$ cat config.mk
export PLATFORM = sky130hd
export DESIGN_NAME = backslash_hex_escape_decoder_flat
export DESIGN_NICKNAME = d
export VERILOG_FILES = /design/src/hdl/bhed_pkg.sv /design/src/hdl/bhed_if.sv /design/src/hdl/backslash_hex_escape_decoder.sv /design/src/flat_wrapper.sv
export SDC_FILE = /design/constraint.sdc
export NUM_CORES = 1
export LEC_CHECK = 0
export BUFFER_PORTS_ARGS = -buffer_cell sky130_fd_sc_hd__buf_2
export CORE_ASPECT_RATIO = 0.5
export CORE_MARGIN = 8
export CORE_UTILIZATION = 25
export DETAILED_ROUTE_END_ITERATION = 12
export GPL_ROUTABILITY_DRIVEN = 0
export PLACE_DENSITY = 0.49
export SYNTH_ARGS = -nofsm -noshare
export SYNTH_HDL_FRONTEND = slang
export SYNTH_SLANG_ARGS = --single-unit
export TNS_END_PERCENT = 30
$ cat constraint.sdc
create_clock -name clock -period 6.1 [get_ports clock]
set_input_delay 0.305 -clock clock [delete_from_list [all_inputs] [get_ports clock]]
set_output_delay 0.305 -clock clock [all_outputs]
set_load 0.01 [all_outputs]
$ cat src/hdl/bhed_pkg.sv
`timescale 1ns / 1ps
// Shared constants, codes and a helper function of the backslash hex escape decoder.
package bhed_pkg;

   // Field widths fixed by the interface definition.
   localparam int CHAR_W = 8;
   localparam int CFG_W  = 12;
   localparam int LEN_W  = 13;
   localparam int NIB_W  = 4;

   // Default width of the decoded length counter.
   localparam int COUNT_BITS_DEF = 13;

   // Reset value of the maximum length register.
   localparam logic [CFG_W-1:0] MAX_LEN_RESET = 12'd128;

   // Character codes.
   localparam logic [CHAR_W-1:0] BACKSLASH = 8'h5C;

   // Item kinds.
   localparam logic KIND_CHAR = 1'b0;
   localparam logic KIND_END  = 1'b1;

   // Escape phase codes.
   localparam logic [1:0] PH_TEXT = 2'd0;
   localparam logic [1:0] PH_ESC  = 2'd1;
   localparam logic [1:0] PH_HEX  = 2'd2;

   // Hex digit decode result: valid flag and nibble value.
   typedef struct packed {
      logic             ok;
      logic [NIB_W-1:0] nib;
   } hex_digit_type;

   // Decode one character as a hex digit in either case.
   function automatic hex_digit_type hex_decode(input logic [CHAR_W-1:0] c);
      hex_digit_type r;
      logic [CHAR_W-1:0] d;
      r = '0;
      d = '0;
      if (c >= 8'h30 && c <= 8'h39) begin
         d     = c - 8'h30;
         r.ok  = 1'b1;
         r.nib = d[NIB_W-1:0];
      end else if (c >= 8'h41 && c <= 8'h46) begin
         d     = c - 8'h37;
         r.ok  = 1'b1;
         r.nib = d[NIB_W-1:0];
      end else if (c >= 8'h61 && c <= 8'h66) begin
         d     = c - 8'h57;
         r.ok  = 1'b1;
         r.nib = d[NIB_W-1:0];
      end
      return r;
   endfunction

endpackage

$ cat src/hdl/bhed_if.sv
`timescale 1ns / 1ps
// Valid/ready channel interfaces for decoder requests and responses.
interface bhed_req_if;
   import bhed_pkg::*;

   logic              valid;
   logic              ready;
   logic              kind;
   logic [CHAR_W-1:0] char_code;

   modport source (output valid, output kind, output char_code, input ready);
   modport sink   (input valid, input kind, input char_code, output ready);
endinterface

interface bhed_rsp_if;
   import bhed_pkg::*;

   logic              valid;
   logic              ready;
   logic [CHAR_W-1:0] out_byte;
   logic              byte_valid;
   logic              done_res;
   logic              status;
   logic [LEN_W-1:0]  decoded_length;

   modport source (output valid, output out_byte, output byte_valid, output done_res,
                   output status, output decoded_length, input ready);
   modport sink   (input valid, input out_byte, input byte_valid, input done_res,
                   input status, input decoded_length, output ready);
endinterface

$ cat src/hdl/backslash_hex_escape_decoder.sv
`timescale 1ns / 1ps
// A request transfer is registered in the input stage, then decoded into the response
// register once that register is free; a response-side stall holds it in the input stage.
// Throughput: one request per cycle unless the response side stalls, set by the single decode
// step between the two registers; characters with no response leave the response side alone.
// Reset: synchronous, active high; clears escape state, count, error flag and valid flags,
// and sets the maximum length to 128.
module backslash_hex_escape_decoder #(
   parameter int COUNT_BITS = bhed_pkg::COUNT_BITS_DEF
) (
   input  logic                       clock,
   input  logic                       reset,
   bhed_req_if.sink                   req_ch,
   bhed_rsp_if.source                 rsp_ch,
   input  logic                       csr_wr_en,
   input  logic [bhed_pkg::CFG_W-1:0] csr_wr_data
);
   import bhed_pkg::*;

   // Common width for count and limit comparisons.
   localparam int WIDE_W = ((COUNT_BITS > LEN_W) ? COUNT_BITS : LEN_W) + 1;
   localparam logic [WIDE_W-1:0] CNT_MASK = WIDE_W'((64'd1 << COUNT_BITS) - 64'd1);

   // Configuration register.
   logic [CFG_W-1:0] max_len_ff;

   // Input stage.
   logic              in_valid_ff, in_valid_in;
   logic              in_kind_ff;
   logic [CHAR_W-1:0] in_char_ff;

   // Decoder state.
   logic [1:0]            phase_ff, phase_in;
   logic [NIB_W-1:0]      nib_ff, nib_in;
   logic [COUNT_BITS-1:0] count_ff, count_in;
   logic                  err_ff, err_in;

   // Response register.
   logic              rsp_valid_ff, rsp_valid_in;
   logic [CHAR_W-1:0] rsp_byte_ff, rsp_byte_in;
   logic              rsp_bv_ff, rsp_bv_in;
   logic              rsp_done_ff, rsp_done_in;
   logic              rsp_status_ff, rsp_status_in;
   logic [LEN_W-1:0]  rsp_len_ff, rsp_len_in;

   logic              out_free;
   logic              proc;
   logic              has_res;
   hex_digit_type     hex;
   logic [WIDE_W-1:0] cnt_wide;
   logic [WIDE_W-1:0] limit_raw;
   logic [WIDE_W-1:0] limit;
   logic [COUNT_BITS-1:0] count_inc;
   logic              bad_end;

   // Handshake: the input stage moves on whenever the response register is free.
   assign out_free     = !rsp_valid_ff || rsp_ch.ready;
   assign proc         = in_valid_ff && out_free;
   assign req_ch.ready = !in_valid_ff || out_free;
   assign in_valid_in  = req_ch.valid ? 1'b1 : (in_valid_ff && !out_free);

   // Saturating count limit and the end-of-string length check.
   assign cnt_wide  = WIDE_W'(count_ff);
   assign limit_raw = WIDE_W'(max_len_ff) + WIDE_W'(1);
   assign limit     = (limit_raw > CNT_MASK) ? CNT_MASK : limit_raw;
   assign count_inc = (cnt_wide < limit) ? count_ff + COUNT_BITS'(1) : count_ff;
   assign bad_end   = err_ff || (phase_ff != PH_TEXT) || (cnt_wide > WIDE_W'(max_len_ff));
   assign hex       = hex_decode(in_char_ff);

   // Decode one character or end item against the current escape state.
   always_comb begin
      phase_in      = phase_ff;
      nib_in        = nib_ff;
      count_in      = count_ff;
      err_in        = err_ff;
      has_res       = 1'b0;
      rsp_byte_in   = '0;
      rsp_bv_in     = 1'b0;
      rsp_done_in   = 1'b0;
      rsp_status_in = 1'b0;
      rsp_len_in    = '0;
      if (in_kind_ff == KIND_END) begin
         has_res       = 1'b1;
         rsp_done_in   = 1'b1;
         rsp_status_in = bad_end;
         rsp_len_in    = bad_end ? '0 : cnt_wide[LEN_W-1:0];
         phase_in      = PH_TEXT;
         nib_in        = '0;
         count_in      = '0;
         err_in        = 1'b0;
      end else if (!err_ff) begin
         unique case (phase_ff)
            PH_TEXT: begin
               if (in_char_ff == BACKSLASH) begin
                  phase_in = PH_ESC;
               end else begin
                  has_res     = 1'b1;
                  rsp_byte_in = in_char_ff;
                  rsp_bv_in   = 1'b1;
                  count_in    = count_inc;
               end
            end
            PH_ESC: begin
               if (in_char_ff == BACKSLASH) begin
                  phase_in    = PH_TEXT;
                  has_res     = 1'b1;
                  rsp_byte_in = BACKSLASH;
                  rsp_bv_in   = 1'b1;
                  count_in    = count_inc;
               end else if (hex.ok) begin
                  nib_in   = hex.nib;
                  phase_in = PH_HEX;
               end else begin
                  err_in   = 1'b1;
                  phase_in = PH_TEXT;
               end
            end
            PH_HEX: begin
               phase_in = PH_TEXT;
               nib_in   = '0;
               if (hex.ok) begin
                  has_res     = 1'b1;
                  rsp_byte_in = {nib_ff, hex.nib};
                  rsp_bv_in   = 1'b1;
                  count_in    = count_inc;
               end else begin
                  err_in = 1'b1;
               end
            end
            default: begin
               phase_in = PH_TEXT;
               nib_in   = '0;
               err_in   = 1'b1;
            end
         endcase
      end
   end

   // Response valid: loaded on a decode step, cleared once the response is transferred.
   always_comb begin
      if (proc) begin
         rsp_valid_in = has_res;
      end else if (rsp_ch.ready) begin
         rsp_valid_in = 1'b0;
      end else begin
         rsp_valid_in = rsp_valid_ff;
      end
   end

   // Control and state registers.
   always_ff @(posedge clock) begin
      if (reset) begin
         max_len_ff   <= MAX_LEN_RESET;
         in_valid_ff  <= 1'b0;
         rsp_valid_ff <= 1'b0;
         phase_ff     <= PH_TEXT;
         nib_ff       <= '0;
         count_ff     <= '0;
         err_ff       <= 1'b0;
      end else begin
         if (csr_wr_en) begin
            max_len_ff <= csr_wr_data;
         end
         in_valid_ff  <= in_valid_in;
         rsp_valid_ff <= rsp_valid_in;
         if (proc) begin
            phase_ff <= phase_in;
            nib_ff   <= nib_in;
            count_ff <= count_in;
            err_ff   <= err_in;
         end
      end
   end

   // Payload registers.
   always_ff @(posedge clock) begin
      if (req_ch.valid && req_ch.ready) begin
         in_kind_ff <= req_ch.kind;
         in_char_ff <= req_ch.char_code;
      end
      if (proc && has_res) begin
         rsp_byte_ff   <= rsp_byte_in;
         rsp_bv_ff     <= rsp_bv_in;
         rsp_done_ff   <= rsp_done_in;
         rsp_status_ff <= rsp_status_in;
         rsp_len_ff    <= rsp_len_in;
      end
   end

   assign rsp_ch.valid          = rsp_valid_ff;
   assign rsp_ch.out_byte       = rsp_byte_ff;
   assign rsp_ch.byte_valid     = rsp_bv_ff;
   assign rsp_ch.done_res       = rsp_done_ff;
   assign rsp_ch.status         = rsp_status_ff;
   assign rsp_ch.decoded_length = rsp_len_ff;

   // A character never wraps the length counter; it saturates instead.
   a_count_sat: assert property (@(posedge clock) disable iff (reset)
      proc && (in_kind_ff == KIND_CHAR) |-> count_in >= count_ff)
      else $error("length counter wrapped on a character");

   // A pending high nibble exists only while waiting for the second hex digit.
   a_nib_idle: assert property (@(posedge clock) disable iff (reset)
      phase_ff != PH_HEX |-> nib_ff == '0)
      else $error("stale high nibble outside the second-digit phase");

   // After a bad escape the decoder sits in plain-text phase until the end item.
   a_err_phase: assert property (@(posedge clock) disable iff (reset)
      err_ff |-> phase_ff == PH_TEXT)
      else $error("escape phase active after a bad escape");

   // An empty response register never blocks the request side.
   a_ready_free: assert property (@(posedge clock) disable iff (reset)
      !rsp_valid_ff |-> req_ch.ready)
      else $error("request stalled with an empty response register");

   // A failing end response never reports a length.
   a_bad_len: assert property (@(posedge clock) disable iff (reset)
      rsp_valid_ff && rsp_done_ff && rsp_status_ff |-> rsp_len_ff == '0)
      else $error("length reported on a failing end response");

endmodule

$ cat src/flat_wrapper.sv
// flat-port wrapper written by rule: the top's interface ports become plain ports
module backslash_hex_escape_decoder_flat import bhed_pkg::*;
#(
   parameter int COUNT_BITS = bhed_pkg::COUNT_BITS_DEF
)
  (clock, reset, csr_wr_en, csr_wr_data, req_ch_valid, req_ch_kind, req_ch_char_code, req_ch_ready, rsp_ch_valid, rsp_ch_out_byte, rsp_ch_byte_valid, rsp_ch_done_res, rsp_ch_status, rsp_ch_decoded_length, rsp_ch_ready);
  bhed_req_if req_ch_i ();
  bhed_rsp_if rsp_ch_i ();
  input  logic clock;
  input  logic reset;
  input  logic csr_wr_en;
  input  logic [bhed_pkg::CFG_W-1:0] csr_wr_data;
  input wire logic [$bits(req_ch_i.valid)-1:0] req_ch_valid;
  input wire logic [$bits(req_ch_i.kind)-1:0] req_ch_kind;
  input wire logic [$bits(req_ch_i.char_code)-1:0] req_ch_char_code;
  output wire logic [$bits(req_ch_i.ready)-1:0] req_ch_ready;
  output wire logic [$bits(rsp_ch_i.valid)-1:0] rsp_ch_valid;
  output wire logic [$bits(rsp_ch_i.out_byte)-1:0] rsp_ch_out_byte;
  output wire logic [$bits(rsp_ch_i.byte_valid)-1:0] rsp_ch_byte_valid;
  output wire logic [$bits(rsp_ch_i.done_res)-1:0] rsp_ch_done_res;
  output wire logic [$bits(rsp_ch_i.status)-1:0] rsp_ch_status;
  output wire logic [$bits(rsp_ch_i.decoded_length)-1:0] rsp_ch_decoded_length;
  input wire logic [$bits(rsp_ch_i.ready)-1:0] rsp_ch_ready;
  assign req_ch_i.valid = req_ch_valid;
  assign req_ch_i.kind = req_ch_kind;
  assign req_ch_i.char_code = req_ch_char_code;
  assign req_ch_ready = req_ch_i.ready;
  assign rsp_ch_valid = rsp_ch_i.valid;
  assign rsp_ch_out_byte = rsp_ch_i.out_byte;
  assign rsp_ch_byte_valid = rsp_ch_i.byte_valid;
  assign rsp_ch_done_res = rsp_ch_i.done_res;
  assign rsp_ch_status = rsp_ch_i.status;
  assign rsp_ch_decoded_length = rsp_ch_i.decoded_length;
  assign rsp_ch_i.ready = rsp_ch_ready;
  backslash_hex_escape_decoder #(.COUNT_BITS(COUNT_BITS)) u_core (.clock(clock), .reset(reset), .req_ch(req_ch_i), .rsp_ch(rsp_ch_i), .csr_wr_en(csr_wr_en), .csr_wr_data(csr_wr_data));
endmodule
* Word level (Yosys, flattened, before mapping)
Index checks and enable logic that the tools add are counted.
** Storage, ports and cells
- Flip-flop bits (word level) :: 67
- Latch bits :: 0
- RAM bits :: 0
- Bits in read-only memories :: 0
- Input bits :: 26
- Output and inout port bits :: 26
- Word-level logic and storage cells :: 104
- Memories kept :: 0
** Operators by class
- Add/subtract/negate cells :: 5
- Multipliers :: 0
- Divide/modulo/power cells :: 0
- Magnitude comparators :: 9
- Equal/unequal tests :: 11
- Shift-type cells :: 0
- Muxes and demuxes :: 41
- Bitwise operators :: 1
- Reductions and logical operators :: 23
** Operators with widths (number)
- two-way mux 13 bit :: 6
- case mux 13 bit (3 select lines) :: 1
- case mux 8 bit (3 select lines) :: 1
- >= comparator 8 x 7 -> 1 bit (second input constant) :: 2
- <= comparator 8 x 7 -> 1 bit (second input constant) :: 2
- two-way mux 4 bit :: 4
- two-way mux 8 bit :: 2
- two-way mux 5 bit :: 3
- greater-than comparator 14 x 13 -> 1 bit (second input constant) :: 1
- < comparator 13 x 14 -> 1 bit :: 1
- two-way mux 14 bit :: 1
- adder 12 x 1 -> 13 bit (second input constant) :: 1
- adder 13 x 1 -> 13 bit (second input constant) :: 1
- greater-than comparator 13 x 12 -> 1 bit :: 1
- two-way mux 1 bit :: 13
- inequality test 3 x 1 -> 1 bit (second input constant) :: 4
- two-way mux 2 bit :: 5
- equality test 8 x 7 -> 1 bit (second input constant) :: 1
- >= comparator 8 x 6 -> 1 bit (second input constant) :: 1
- <= comparator 8 x 6 -> 1 bit (second input constant) :: 1
- case mux 4 bit (2 select lines) :: 1
- subtractor 4 x 3 -> 4 bit (second input constant) :: 2
- logical AND 1 bit :: 7
- two-way mux 7 bit :: 1
- other kinds (17) :: 27

* Longest topological paths before layout
Gate-level depths: netlist (run 1).
- Depth in word-level cells :: 10
- Gate-level depth with buffers :: 15
- Depth with buffers taken out :: 14

* Worst setup path before layout (run 1)
Ideal clock, no wire load.
- Path type :: flip-flop to flip-flop
- From :: register u_core.in_char_ff[0]
- To :: register u_core.rsp_bv_ff, in the netlist u_core.rsp_ch.byte_valid (enable)
- Setup time :: 0.415 ns
- Arrival time :: 2.979 ns
- Data required time :: 5.685 ns
- Setup slack :: 2.706 ns
- Cell stages (with the launch flop) :: 11
- Buffers on the path :: 2
- Period minus slack after synthesis :: 3.394 ns
- Cell sequence :: edfxtp_1 -> clkbuf_1 -> inv_1 -> ha_1 -> nand2b_1 -> o21ai_1 -> o21ai_0 -> and2_1 -> clkbuf_1 -> o21ai_0 -> a21oi_1
** Between the ends
- Longest elaborated chain between the ends :: 10
- Elaborated cells between the ends (all ways) :: 20
- Classes of those cells :: order compare: 6; eq/ne: 1; mux: 9; reduce/logical: 4
** RTL lines
- start, declared :: RTL line backslash_hex_escape_decoder.sv:30 : logic [CHAR_W-1:0] in_char_ff;
- start signal, assigned :: RTL line backslash_hex_escape_decoder.sv:179 : in_char_ff <= req_ch.char_code;
- >= comparator 8 x 7 -> 1 bit / <= comparator 8 x 7 -> 1 bit (equally long branches) :: RTL line bhed_pkg.sv:49 : end else if (c >= 8'h61 && c <= 8'h66) begin
- logical AND 1 bit :: RTL line bhed_pkg.sv:49
- two-way mux 5 bit :: RTL line bhed_pkg.sv:49
- two-way mux 5 bit :: RTL line bhed_pkg.sv:45 : end else if (c >= 8'h41 && c <= 8'h46) begin
- two-way mux 5 bit :: RTL line bhed_pkg.sv:41 : if (c >= 8'h30 && c <= 8'h39) begin
- two-way mux 1 bit :: RTL line backslash_hex_escape_decoder.sv:121 : if (hex.ok) begin
- case mux 1 bit (3 select lines) (*) :: RTL line backslash_hex_escape_decoder.sv:92 : unique case (phase_ff)
- two-way mux 1 bit (*) :: RTL line backslash_hex_escape_decoder.sv:91 : end else if (!err_ff) begin
- two-way mux 1 bit (*) :: RTL line backslash_hex_escape_decoder.sv:82 : if (in_kind_ff == KIND_END) begin
- logical AND 1 bit (*) :: RTL line backslash_hex_escape_decoder.sv:181 : if (proc && has_res) begin
- end signal, assigned :: RTL line backslash_hex_escape_decoder.sv:183 : rsp_bv_ff <= rsp_bv_in;
- end, declared :: RTL line backslash_hex_escape_decoder.sv:41 : logic rsp_bv_ff, rsp_bv_in;
Every way passes the cells marked *; elsewhere a longest branch is shown, timed or not.
A chain may end at the register's enable or synchronous reset.

* Final worst setup path (run 1)
- From :: register u_core.max_len_ff[3]
- To :: register u_core.count_ff[10]
** Between the ends
- Longest elaborated chain between the ends :: 9
- Elaborated cells between the ends (all ways) :: 11
- Classes of those cells :: add/sub: 1; order compare: 2; mux: 8
** RTL lines
- start, declared :: RTL line backslash_hex_escape_decoder.sv:25 : logic [CFG_W-1:0] max_len_ff;
- start signal, assigned :: RTL line backslash_hex_escape_decoder.sv:162 : max_len_ff <= csr_wr_data;
- adder 12 x 1 -> 13 bit (*) :: RTL line backslash_hex_escape_decoder.sv:64 : assign limit_raw = WIDE_W'(max_len_ff) + WIDE_W'(1);
- greater-than comparator 14 x 13 -> 1 bit :: RTL line backslash_hex_escape_decoder.sv:65 : assign limit = (limit_raw > CNT_MASK) ? CNT_MASK : limit_raw;
- two-way mux 14 bit (*) :: RTL line backslash_hex_escape_decoder.sv:65
- < comparator 13 x 14 -> 1 bit (*) :: RTL line backslash_hex_escape_decoder.sv:66 : assign count_inc = (cnt_wide < limit) ? count_ff + COUNT_BITS'(1) : count_ff;
- two-way mux 13 bit (*) :: RTL line backslash_hex_escape_decoder.sv:66
- two-way mux 13 bit, on equally long branches :: RTL line backslash_hex_escape_decoder.sv:121, backslash_hex_escape_decoder.sv:94, backslash_hex_escape_decoder.sv:104
- case mux 13 bit (3 select lines) (*) :: RTL line backslash_hex_escape_decoder.sv:92
- two-way mux 13 bit (*) :: RTL line backslash_hex_escape_decoder.sv:91
- two-way mux 13 bit (*) :: RTL line backslash_hex_escape_decoder.sv:82
- end signal, assigned :: RTL line backslash_hex_escape_decoder.sv:169 : count_ff <= count_in;
- end, declared :: RTL line backslash_hex_escape_decoder.sv:35 : logic [COUNT_BITS-1:0] count_ff, count_in;
Every way passes the cells marked *; elsewhere a longest branch is shown, timed or not. The select of a mux whose other input is x is not followed.

==> run summary, run 1 <==
The endpoint identified for the worst register-to-register timing path is u_core.count_ff[10]$_SDFFE_PP0P_. Counting flops and latches in the post-synthesis netlist gives 67. At the pin with the least slew margin, the transition time is 1110 ps. Counting along the longest clock path gives a buffer depth of 2. TritonCTS built the clock tree. For the synthesized net count, the log shows 463.

After detailed routing, the total wire length is 10.8 mm. The power density relative to cell area came out at 250 nW/um^2. The multiplexer fraction of the synthesized cell area was 0.0315. The post-route clock period utilization is 0.618, and the number of global-route vias before repair is 2998. After clock tree synthesis, the flow added hold-fix buffers numbering 0.

After synthesis, the most frequently instantiated cells are 55 x sky130_fd_sc_hd__nor2_1, 37 x sky130_fd_sc_hd__ha_1, 34 x sky130_fd_sc_hd__dfxtp_1. The count of vias placed by the detailed router was 3073; the number of distinct library cells after synthesis was 45. The run gives 0 as the number of warnings issued by yosys. The antenna diode count came out at 0. The starting DRC count in detailed routing was 220. The width of the chip was 191 um; the fraction of the mapped netlist area in adder cells was 0.121. Compared with the post-synthesis result, the final layout area differs by 20.8%. The tools report the latest clock arrival within the worst-skew pair as 340 ps. The number of antenna violations at the first check in global routing came out at 0. The logs give 0 for the post-route antenna net violation count and 4 for the detailed-routing iteration count for the pre-antenna-repair pass. The tools report the max-slew violation count as 0. STA classifies the critical path endpoint as a flop. The filler cells instantiated in the layout total 1600. The count of buffers added on input and output ports is 51. The number of max-cap violations is 0, and the required time reported for the critical path endpoint is 6380 ps.

Total global-route track usage: 0.115. Yosys attributes the largest share of cell area to sky130_fd_sc_hd__edfxtp_1 26%, sky130_fd_sc_hd__dfxtp_1 18%, sky130_fd_sc_hd__ha_1 12%, sky130_fd_sc_hd__nor2_1 5.4%, sky130_fd_sc_hd__xnor2_1 3.7%. The run finished with clean final reports. The share of the synthesized area in compound gates (AO/OA/AOI/OAI) works out to 0.125. The run gives 0 as the final global-route overflow total.

After floorplanning, the core was divided into 32 placement rows. The synthesized design contains 33 enable-type register cells. The remaining max-slew budget at the tightest pin is 0.259.

Clock tree synthesis inserted a total of 9 buffers. Setup repair after global routing left no endpoint under its margin. The worst hold path cell count was 1.

For the number of hold violations in the final report, the log shows 0. Cell type with the largest total area after synthesis: sky130_fd_sc_hd__edfxtp_1. The startpoint of the worst hold path is req_ch_char_code[0]. At the worst endpoint, the arrival time is 4050 ps.

For this run, the post-layout net count is 517. The setup slack of the worst register-to-register path was 2330 ps. The tools report the number of ports placed on the die boundary as 52.

The critical path start-end classification was flop to flop. In the routed design, unresolved DRC markers number 0. The tools report the source of the worst register-to-register timing path as u_core.max_len_ff[3]$_SDFFE_PP0P_. Clock tree synthesis found a total of 67 sinks. After technology mapping, the gate count stands at 400. The effective utilization at floorplan came out at 0.252. The first global-routing pass estimated 17.2 mm of wire. The per-cell routed wire length was 16.3 um. The highest net fanout along the worst path was 15. Based on the critical path, the design can be clocked at up to 265 MHz. Setup violations remaining at the end of the flow were counted as 0. The tree is rooted in a sky130_fd_sc_hd__clkbuf_16. Main combinational cell family by area after synthesis: simple AND/OR/NAND/NOR gates. The area share of xor/xnor cells in the synthesized design was 0.0368; the simple-gate share of the synthesized area was 0.212. After clock tree synthesis, the repair step resized 0 gates. The top-area cell type share of the netlist area is 0.260, and the final critical-path required period is 3770 ps. The H-tree was split into 3 levels. The number of cell instances on the worst register-to-register path works out to 13. The tools report the worst voltage drop across the vdd grid as 0.106 mV. The core region is 15100 sq um. Final core utilization: 0.304.

The most used flip-flop cell after synthesis was sky130_fd_sc_hd__dfxtp_1. The tools report the total power as 1.15 mW. The mean post-synth cell area came out at 9.53 sq um. The share of the yosys chip area belonging to registers came out at 0.439. The classification of the worst-slack hold path was input port to flop. After clock tree synthesis, the setup repair step added 0 buffers. The half-perimeter wire length after placement is 8.47 mm. After clock tree synthesis, the clock-pin slew on the worst setup and hold paths is 70 ps. Entering global routing, the biggest net connects 25 pins. The fraction of layout instances using a drive strength above 1 is 0.168, and the cell total after placement is 647. Async set-reset flop share out of synthesis: 0. The tools report the category of the worst setup path launch point as a flop. The logs give 11.2 ps for the worst-case clock skew and 0 ps for the total negative setup slack. The logs give 1.84 nW for the leakage power and 19700 sq um for the area enclosed by the die boundary. The synthesized cell area is 3810 sq um. For this run, the number of standard cells in the final layout without fillers is 663. The die is 103 um tall. The tools report the end point of the worst hold path as u_core.in_char_ff[0]$_DFFE_PP_. The vias per cell was 4.63. The most frequent cell after synthesis is sky130_fd_sc_hd__nor2_1.
[area by class of cell]
| type | instances | area (sq um) | share of cell area |
|---|---|---|---|
| multi-input combinational | 299 | 2010 | 0.437 |
| sequential | 67 | 1670 | 0.363 |
| timing repair buffer | 53 | 270 | 0.0587 |
| tap | 204 | 255 | 0.0554 |
| clock inverter | 7 | 77.6 | 0.0168 |
| inverter | 24 | 90.1 | 0.0196 |
| clock buffer | 9 | 225 | 0.0489 |
[sequential cells by signal, indices dropped and copies added (netlist names), 2 cells and up]
signal                        count
u_core.count_ff                  13
u_core.rsp_ch.decoded_length     13
u_core.max_len_ff                12
u_core.in_char_ff                 8
u_core.rsp_ch.out_byte            8
u_core.nib_ff                     4
u_core.phase_ff                   2
[power breakdown]
part / total (mW) / switching (mW) / internal, mW
Combinational: 0.107 / 0.0638 / 0.0434
Clock: 0.534 / 0.214 / 0.320
Sequential: 0.508 / 0.0175 / 0.490
Total: 1.15 / 0.296 / 0.854
[cell families after synthesis]
kind of cell               count (synthesis)
and+or+nand+nor                          158
muxes                                     12
other                                      1
DFF                                       67
buffers and inverters                     34
AOI/OAI and AO/OA                         75
adders and majority gates                 37
xor gates and xnor gates                  16
[worst max-delay path by stage]
| stage | end | from | slack (ps) | cells past startpoint |
|---|---|---|---|---|
| detailed placement | u_core.count_ff[9]$_SDFFE_PP0P_ | u_core.max_len_ff[3]$_SDFFE_PP0P_ | 2380 | 14 |
| CTS | u_core.count_ff[10]$_SDFFE_PP0P_ | u_core.max_len_ff[3]$_SDFFE_PP0P_ | 2380 | 14 |
| floorplan | u_core.rsp_ch.byte_valid$_SDFFCE_PP0P_ | u_core.in_char_ff[0]$_DFFE_PP_ | 2710 | 10 |
| global placement | u_core.count_ff[9]$_SDFFE_PP0P_ | u_core.max_len_ff[3]$_SDFFE_PP0P_ | 2490 | 13 |
| global route | u_core.count_ff[7]$_SDFFE_PP0P_ | u_core.max_len_ff[3]$_SDFFE_PP0P_ | 1960 | 13 |
| finish | u_core.count_ff[10]$_SDFFE_PP0P_ | u_core.max_len_ff[3]$_SDFFE_PP0P_ | 2330 | 13 |
[cell usage in the layout, fill, tap and decap left out, types with 6 or more instances in the layout]
cell type                   count
sky130_fd_sc_hd__ha_1          37
sky130_fd_sc_hd__o21a_1         8
sky130_fd_sc_hd__xnor2_1       16
sky130_fd_sc_hd__nor2_1        55
sky130_fd_sc_hd__nand3_1       14
sky130_fd_sc_hd__a22oi_1        9
sky130_fd_sc_hd__nor2b_1        6
sky130_fd_sc_hd__clkbuf_16      9
sky130_fd_sc_hd__inv_1         24
sky130_fd_sc_hd__and2_1         8
sky130_fd_sc_hd__o21ai_0       15
sky130_fd_sc_hd__a21oi_1       21
sky130_fd_sc_hd__nor3_1         6
sky130_fd_sc_hd__nand2_1       33
sky130_fd_sc_hd__buf_2         51
sky130_fd_sc_hd__nand4_1        8
sky130_fd_sc_hd__edfxtp_1      33
sky130_fd_sc_hd__dfxtp_1       34
sky130_fd_sc_hd__mux2i_1       12
[through the flow]
stage | area [sq um] | hold slack (ps) | setup slack [ps]
after floorplan | 3810 | 404 | 2710
after global placement | 4300 | 445 | 2490
after detailed placement | 4300 | 450 | 2380
after CTS | 4600 | 122 | 2380
after global routing | 4600 | 125 | 1960
final | 4600 | 135 | 2330
[critical path: stages (launching register included)]
cell	delay [ps]
sky130_fd_sc_hd__dfxtp_1	440
sky130_fd_sc_hd__inv_1	110
sky130_fd_sc_hd__nor4_1	540
sky130_fd_sc_hd__nand3_1	130
sky130_fd_sc_hd__nor2_1	190
sky130_fd_sc_hd__nand4_1	130
sky130_fd_sc_hd__ha_1	200
sky130_fd_sc_hd__nor2_1	110
sky130_fd_sc_hd__o2111ai_1	220
sky130_fd_sc_hd__nor4_4	310
sky130_fd_sc_hd__a41oi_2	410
sky130_fd_sc_hd__nand3b_1	350
sky130_fd_sc_hd__or4_1	490
sky130_fd_sc_hd__nand2_1	70
[routing by layer]
layer / GRT usage / vias up / wire length [um]
met2: 0.125 / 99 / 3360
met3: 0.0422 / 10 / 1020
li1: - / 1534 / -
met1: 0.186 / 1430 / 6270
met5: 0 / - / 0
met4: 0.0373 / 0 / 134
No activity file was read; power rests on OpenSTA's default activity.
==> inputs of run 2 (changes only) <==
- clock period: 6.1 -> 3.9 ns (I/O delays scaled with it)
==> run summary, run 2 (same netlist as run 1, synthesis figures left out) <==
Setup violations remaining at the end of the flow were counted as 0. The leading cell type in the layout, fill and taps excluded was sky130_fd_sc_hd__nor2_1. In this run the register-to-register setup slack is 390 ps. Number of max-cap violations: 0. The category of the worst setup path launch point was a flop. For this design, the slowest cell found on the critical path is sky130_fd_sc_hd__or4_1. The finished layout holds 666 standard cells, fillers aside.

Input and output buffers added on the ports amount to 51. Row generation in the floorplan step produced 32 rows. Setup total negative slack on the finished layout was measured at 0 ps. The total global-route track usage was 0.115; the number of antenna violations at the first check in global routing was 0.

The max-slew violation count was 0; the setup fix buffers added after clock tree synthesis was 0. Entering global routing, the biggest net connects 25 pins. The flow ran to the end, and the final reports show no timing, DRC or antenna violations. The clock reaches the later pin of the worst-skew pair after 340 ps. The final critical-path required period works out to 3510 ps.

In this design, the critical path's most frequently occurring cell is sky130_fd_sc_hd__nand3_1. The area growth from synthesis to final layout was 21.6%; the fraction of layout instances using a drive strength above 1 was 0.175. For this design the ratio of total power to cell area is 388 nW/um^2. The run gives 3092 as the count of vias placed by the detailed router.

Slew at the pin with the worst max-slew slack: 677 ps. The post-layout net count was 520. The run gives 1.86 nW as the leakage power. The floorplan step defined a die boundary enclosing 19700 sq um.

For the worst setup path, the data required time is 4180 ps. Per-cell routed wire length: 16.2 um. Traced cell by cell, the critical path runs through inv_1 > nor4_2 > nand3_1 > nor2_1 > nand3_1 > xnor2_1 > ha_1 > a21oi_1 > nor2b_1 > nor4_4 > a41oi_2 > nand3b_1 > or4_1 > nand2_1. The largest incremental delay on the critical path works out to 500 ps. The most critical setup path has its endpoint at u_core.count_ff[10]$_SDFFE_PP0P_. The run gives 3065 as the number of global-route vias before repair. Setup repair after global routing left no endpoint under its margin. The tools report the source of the worst register-to-register timing path as u_core.max_len_ff[3]$_SDFFE_PP0P_. The logs give 15100 sq um for the placeable core region and 0.548 for the remaining max-slew budget at the tightest pin. Detailed-route wire length: 10.8 mm. For the data arrival at the endpoint of the critical path, the log shows 3790 ps. The number of sinks on the clock net is 67, and the worst voltage drop across the vdd grid is 0.154 mV. The top cell types in the final layout, fill and taps aside, are 55 x sky130_fd_sc_hd__nor2_1, 51 x sky130_fd_sc_hd__buf_2, 37 x sky130_fd_sc_hd__ha_1. The logs give 211 for the starting DRC count in detailed routing and 0 for the final global-route overflow total. Of all nets on the critical path, the largest fanout is 9.

The number of hold violations in the final report was 0. The number of clock buffers added by TritonCTS is 9. The width of the chip works out to 191 um. The tools report the maximum clock insertion buffer count as 2.

The number of cell instances on the worst register-to-register path was 14. In this run the critical register-to-register path is captured at u_core.count_ff[10]$_SDFFE_PP0P_. Based on the critical path, the design can be clocked at up to 285 MHz. The post-route antenna net violation count came out at 0. The clock tree synthesis step divided the H-tree into 3 levels. After clock tree synthesis, the clock-pin slew on the worst setup and hold paths is 60 ps. After detailed routing, the number of remaining DRC violations is 0. Using the TritonRoute via totals, the vias-per-cell ratio works out to 4.64. TritonCTS built the clock tree. Tracing the worst setup path back leads to its startpoint at u_core.max_len_ff[3]$_SDFFE_PP0P_.

The critical path is of the flop to flop type. The first global-routing pass estimated 17.2 mm of wire. Detailed placement finished with a half-perimeter wire length of 8.57 mm. Including well taps, the total number of placed cells is 650. The repair_antennas step left the layout with diodes totalling 0. The endpoint kind of the worst setup timing path is a flop. In this run the count of I/O pins placed on the die edge is 52. The worst-case clock skew is 7.50 ps, and the post-route clock period utilization is 0.899. The y dimension of the die was 103 um; the detailed-routing iteration count for the pre-antenna-repair pass was 4.

The completed layout was analyzed and its total power is 1.80 mW. Count of hold buffers inserted by post-cts repair: 0. The cell sitting at the root of the clock tree is a sky130_fd_sc_hd__clkbuf_16. For the effective utilization at floorplan, the log shows 0.252. The classification of the worst-slack hold path is input port to flop.
-- run 2: cell types whose count changed in the layout (fill, tap and decap cells not counted), sizes merged --
| cell | delta |
|---|---|
| buf | +3 |
-- run 2: routing by layer --
metal	routed length [um]	global-route usage	up-vias
li1	-	-	1537
met1	6410	0.185	1439
met2	3370	0.130	108
met3	894	0.0412	8
met4	107	0.0308	0
met5	0	0	-
-- run 2: per-stage QoR --
stage	worst slack (ps)	hold slack [ps]	util	cell area [sq um]
final	395	28.1	0.306	4630
after global routing	67.4	12.2	0.306	4630
after CTS	258	17.3	0.306	4630
after detailed placement	305	373	0.286	4320
after global placement	438	376	0.286	4320
after floorplan	506	294	-	3810
-- run 2: timing repair --
action / CTS / global route
endpoints found under the hold margin: 0 / 0
setup endpoints to repair: 0 / 5
gates resized for setup: 0 / 1
-- run 2: power breakdown --
group,internal [mW],switching [mW]
sequential,0.767,0.0268
clock,0.500,0.332
combinational,0.0700,0.101
-- run 2: worst max-delay path: cells and delay by family (launching register included) --
family | cells | cell delay (ps)
simple gates | 9 | 1990
compound gates | 2 | 450
xor+xnor | 1 | 140
fa+ha+maj | 1 | 300
buf+inv | 1 | 120
flops | 1 | 450
-- run 2: how the worst min path moves through the flow --
stage | startpoint | end | slack, ps | depth (start not counted)
floorplan | req_ch_char_code[0] | u_core.in_char_ff[0]$_DFFE_PP_ | 290 | 0
global placement | req_ch_char_code[6] | u_core.in_char_ff[6]$_DFFE_PP_ | 380 | 1
detailed placement | req_ch_char_code[4] | u_core.in_char_ff[4]$_DFFE_PP_ | 370 | 1
CTS | req_ch_char_code[4] | u_core.in_char_ff[4]$_DFFE_PP_ | 20 | 1
global route | req_ch_char_code[4] | u_core.in_char_ff[4]$_DFFE_PP_ | 10 | 1
finish | req_ch_char_code[4] | u_core.in_char_ff[4]$_DFFE_PP_ | 30 | 1
-- run 2: final cells by class --
class                           instances  area [sq um]
Sequential cell                        67          1670
Inverter                               24          90.1
Multi-Input combinational cell        299          2020
Tap cell                              204           255
Clock buffer                            9           225
Timing Repair Buffer                   56           293
Fill cell                            1621         10500
Clock inverter                          7          77.6
